==> src/wgm_ram.sv <==
// generic single-port-write ram with registered read
// no dependencies
`default_nettype none
module wgm_ram #(
  parameter int Width = 16,
  parameter int Depth = 16
) (
  input  wire logic                     clk_i,
  input  wire logic                     we_i,
  input  wire logic [$clog2(Depth)-1:0] waddr_i,
  input  wire logic [Width-1:0]         wdata_i,
  input  wire logic [$clog2(Depth)-1:0] raddr_i,
  output logic      [Width-1:0]         rdata_o
);
  logic [Width-1:0] mem_q [Depth];
  always_ff @(posedge clk_i) begin
    if (we_i) mem_q[waddr_i] <= wdata_i;
    rdata_o <= mem_q[raddr_i];
  end
endmodule
`default_nettype wire

==> config.mk <==
export PLATFORM = sky130hd
export DESIGN_NAME = wgm_ram
export DESIGN_NICKNAME = d
export VERILOG_FILES = /design/src/wgm_ram.sv
export SDC_FILE = /design/constraint.sdc
export NUM_CORES = 1
export LEC_CHECK = 0
export ABC_AREA = 1
export CORE_ASPECT_RATIO = 1.4
export CORE_MARGIN = 1
export CORE_UTILIZATION = 57
export DETAILED_ROUTE_END_ITERATION = 8
export DONT_BUFFER_PORTS = 1
export PLACE_DENSITY = 0.79
export REMOVE_ABC_BUFFERS = 1
export SYNTH_ARGS = -nofsm -noshare
export SYNTH_HDL_FRONTEND = slang
export SYNTH_SLANG_ARGS = --single-unit
==> constraint.sdc <==
create_clock -name clk_i -period 1.7 [get_ports clk_i]
set_clock_uncertainty 0.1 [all_clocks]
set_input_delay 0.255 -clock clk_i [delete_from_list [all_inputs] [get_ports clk_i]]
set_output_delay 0.255 -clock clk_i [all_outputs]
set_load 0.01 [all_outputs]
Word-level counts from Yosys, hierarchy flattened --
Memory sizes are Yosys's and may differ from the RTL's. A register that Yosys moved wholly into a read port is not among the register bits. Cells that the tools add are included.
Storage, ports and cells: input port bits 26, memory bits (writable) 256, register bits after elaboration 0, word-level logic and storage cells 3, output and inout port bits 16, memories 1
Memory list:
- mem_q | words 16, bits a word 16, rd ports 1, clocked after memory_dff 1, wr ports 1, line 15 | logic [Width-1:0] mem_q [Depth];
Cells by class: muxes and demuxes 2
Operators with widths (count):
- 2-to-1 mux 1 bit | 2

Logic depth before layout (Yosys ltp) --
depth after elaboration 2, gate-level depth with buffers 9, gate-level depth less buffers 7

Worst setup path before layout --
No wires, ideal clock.
kind input to register, start point input waddr_i[2], end point memory mem_q[10][0], enable pin, slack 0.045 ns, cell stages on the path 2, buffers on the path 0, arrival 1.166 ns, cells stage by stage nand3b_1 > nor2_1
RTL lines:
- from (decl) | line 10 | input wire logic [$clog2(Depth)-1:0] waddr_i,
- to (decl) | line 15
No word-level cell before the write port.

==> impl_metrics.csv <==
group,metric,value,unit
run_status,status,"finished, final reports clean",
clock_tree,cts_max_path_buffers,3,
routing,post_drt_via_cell_ratio,5.50,
timing,rsz0062_at_grt,"no",
timing,maxSlewViolCount,0,
clock_tree,cts_root_buf,"clkbuf_16",
timing,final.setup.tns,0,ns
yosys,synth_top_area_cell,"edfxtp_1",
finish,layout_commonest_cell,"nand2_1",
clock_tree,cts-buffers-inserted,25,
clock_tree,cts_num_sinks,272,
run,cap_viol_max_count,0,
place,dp.final_hpwl,13300,µm
grt,grt_start_max_net_pins,125,
routing,wire_per_inst,18.3,µm
clock_tree,cts_setup_buffers,0,
floorplan,row_count,60,
yosys,yosys_register_bits,272,
floorplan,die_h,169,µm
clock_tree,clk_latency,0.54,ns
clock_tree,path_clk_slew,0.06,ns
yosys,synthTopCellsByArea,"edfxtp_1, nand2_1, nand3_1, inv_1, dfxtp_1",
finish,final_area,12900,µm²
floorplan,die_area,20500,µm²
worst_setup_path,cp.required,2.03,ns
grt,overflow,0,
routing,firstDrtPassIters,6,
routing,drc,0,
worst_setup_path,crit_path_end_kind,"flop",
routing,vias,7606,
place,port_buffers,0,
timing,holdWs,0.00878,ns
timing,max_freq,632,MHz
grt,track_usage,25.7,%
floorplan,initial_core_util,58.8,%
yosys,syn_inst,1074,
routing,ant_nets,0,
timing,worst_pin_slew,0.703,ns
grt,grt_pass1_wl,39000,µm
place,gp_routability_congestion,0.783,
yosys,synth_seq_area_share,70.4,%
yosys,avgSynthCellArea,10.6,µm²
power,leakagePower,0.00551,µW
finish,layout_common_cells,"nand2_1, edfxtp_1, inv_1",
timing,finalSetupViolCount,0,
timing,period_minus_slack,1.58,ns
timing,hold_viol,0,
timing,relSlewSlack,53.2,%
timing,period_share,93.1,%
place,place_area,11800,µm²
worst_setup_path,worst-setup-path-type,"reg -> reg",
grt,grt_pass1_vias,7480,
finish,fillers,1325,
power,peakVddDrop,729,µV
finish,areaGrowthSynthToFinish,13.7,%
worst_setup_path,crit_path_start_kind,"flop",
yosys,ys_types,13,
yosys,synth_top_area_share,67.5,%
power,power,13800,µW
hold_path,min_path_type,"in -> reg",
clock_tree,cts_max_level,1,
yosys,synthesis.area,11400,µm²
finish,drive_gt1_share,8.01,%
floorplan,floorplan.core_area,19400,µm²
grt,antenna_found_initial,0,
clock_tree,cts_tree,"done",
finish,n_antenna_cell,0,
power,p_per_area,1070,nW/µm²
finish,num-nets-final,1143,
worst_setup_path,crit_path_max_fanout,1,
floorplan,die_x,121,µm
routing,drt-initial-drc-count,872,
worst_setup_path,crit_arrival,1.91,ns
routing,finalWirelength,25300,µm
yosys,ys_warn_count,0,
floorplan,io_pins,42,
-- worst max-delay path, cell delays in order (launching register included) --
cell and delay (ns):
edfxtp_1 0.38, inv_1 0.08, nand2_1 0.06, nand3_1 0.08, nand3_1 0.06, dlygate4sd3_1 0.56
nand3_1 0.09, nand2_1 0.06
-- layout make-up --
| cell class | instances | area [µm²] | share of cell area (%) |
|---|---|---|---|
| repair buffers | 67 | 701 | 5.42 |
| multi-input cells | 553 | 2360 | 18.3 |
| well taps | 248 | 310 | 2.40 |
| inverters | 198 | 744 | 5.76 |
| flip-flops and latches | 272 | 8010 | 61.9 |
| clock inverters | 10 | 110 | 0.851 |
| clock buffers | 36 | 697 | 5.39 |
-- flip-flops by register name, indices dropped and copies added (netlist names) --
register	cells
rdata_o	16
mem_q	256
-- layer usage --
metal  track usage (%)  part of all wire (%)  up-vias
li1                  -                     -     3546
met1              31.4                    36     3585
met2              43.9                    50      397
met3              3.19                   8.9       78
met4              14.3                   4.7        0
met5                 0                     0        -
-- power breakdown --
part           total (µW)  switching, µW  internal, µW
combinational         791            520           271
sequential           7560           68.6          7490
clock                5490           2330          3160
total               13800           2910         10900
-- logic make-up (layout without fill, tap and decap cells) --
kind of cell           count (synthesis)  in the layout  share of synthesized area (%)
AND/OR/NAND/NOR                      553            553                           20.4
buffers and inverters                249            311                           9.21
flip-flops                           272            272                           70.4
-- Yosys cell counts --
| library cell | n |
|---|---|
| nand3b_1 | 2 |
| edfxtp_1 | 256 |
| inv_1 | 196 |
| buf_2 | 19 |
| nor2_1 | 17 |
| clkbuf_1 | 10 |
| nand2_1 | 341 |
| buf_1 | 1 |
| buf_4 | 18 |
| buf_6 | 3 |
| dfxtp_1 | 16 |
| nand3_1 | 193 |
| inv_2 | 2 |
-- stage by stage --
| step | utilization, % | std cells | setup WS (ns) |
|---|---|---|---|
| finish | 66.8 | 1384 | 0.117 |
| global route | 66.8 | 1384 | 0.0290 |
| CTS | 66.8 | 1384 | 0.00949 |
| detailed placement | 60.9 | 1308 | 0.272 |
| global placement | 60.9 | 1308 | 0.294 |
| floorplan | - | 1023 | -0.143 |
-- repair_timing --
| action | 4_1_cts | 5_1_grt |
|---|---|---|
| hold buffers | 30 | 0 |
| resized for setup | 0 | 1 |
| hold endpoints to repair | 272 | 0 |
| setup endpoints to repair | 0 | 5 |
-- worst paths after layout --
check,depth (start not counted),to,startpoint,slack [ns]
worst max-delay path,7,rdata_o[15],mem_q[7][15],0.12
worst min-delay path,5,rdata_o[13],raddr_i[0],0.009
worst max register to register,7,rdata_o[15],mem_q[7][15],0.12
worst min register to register,6,rdata_o[12],mem_q[4][12],0.56
Power figures use the tool's default switching activity.
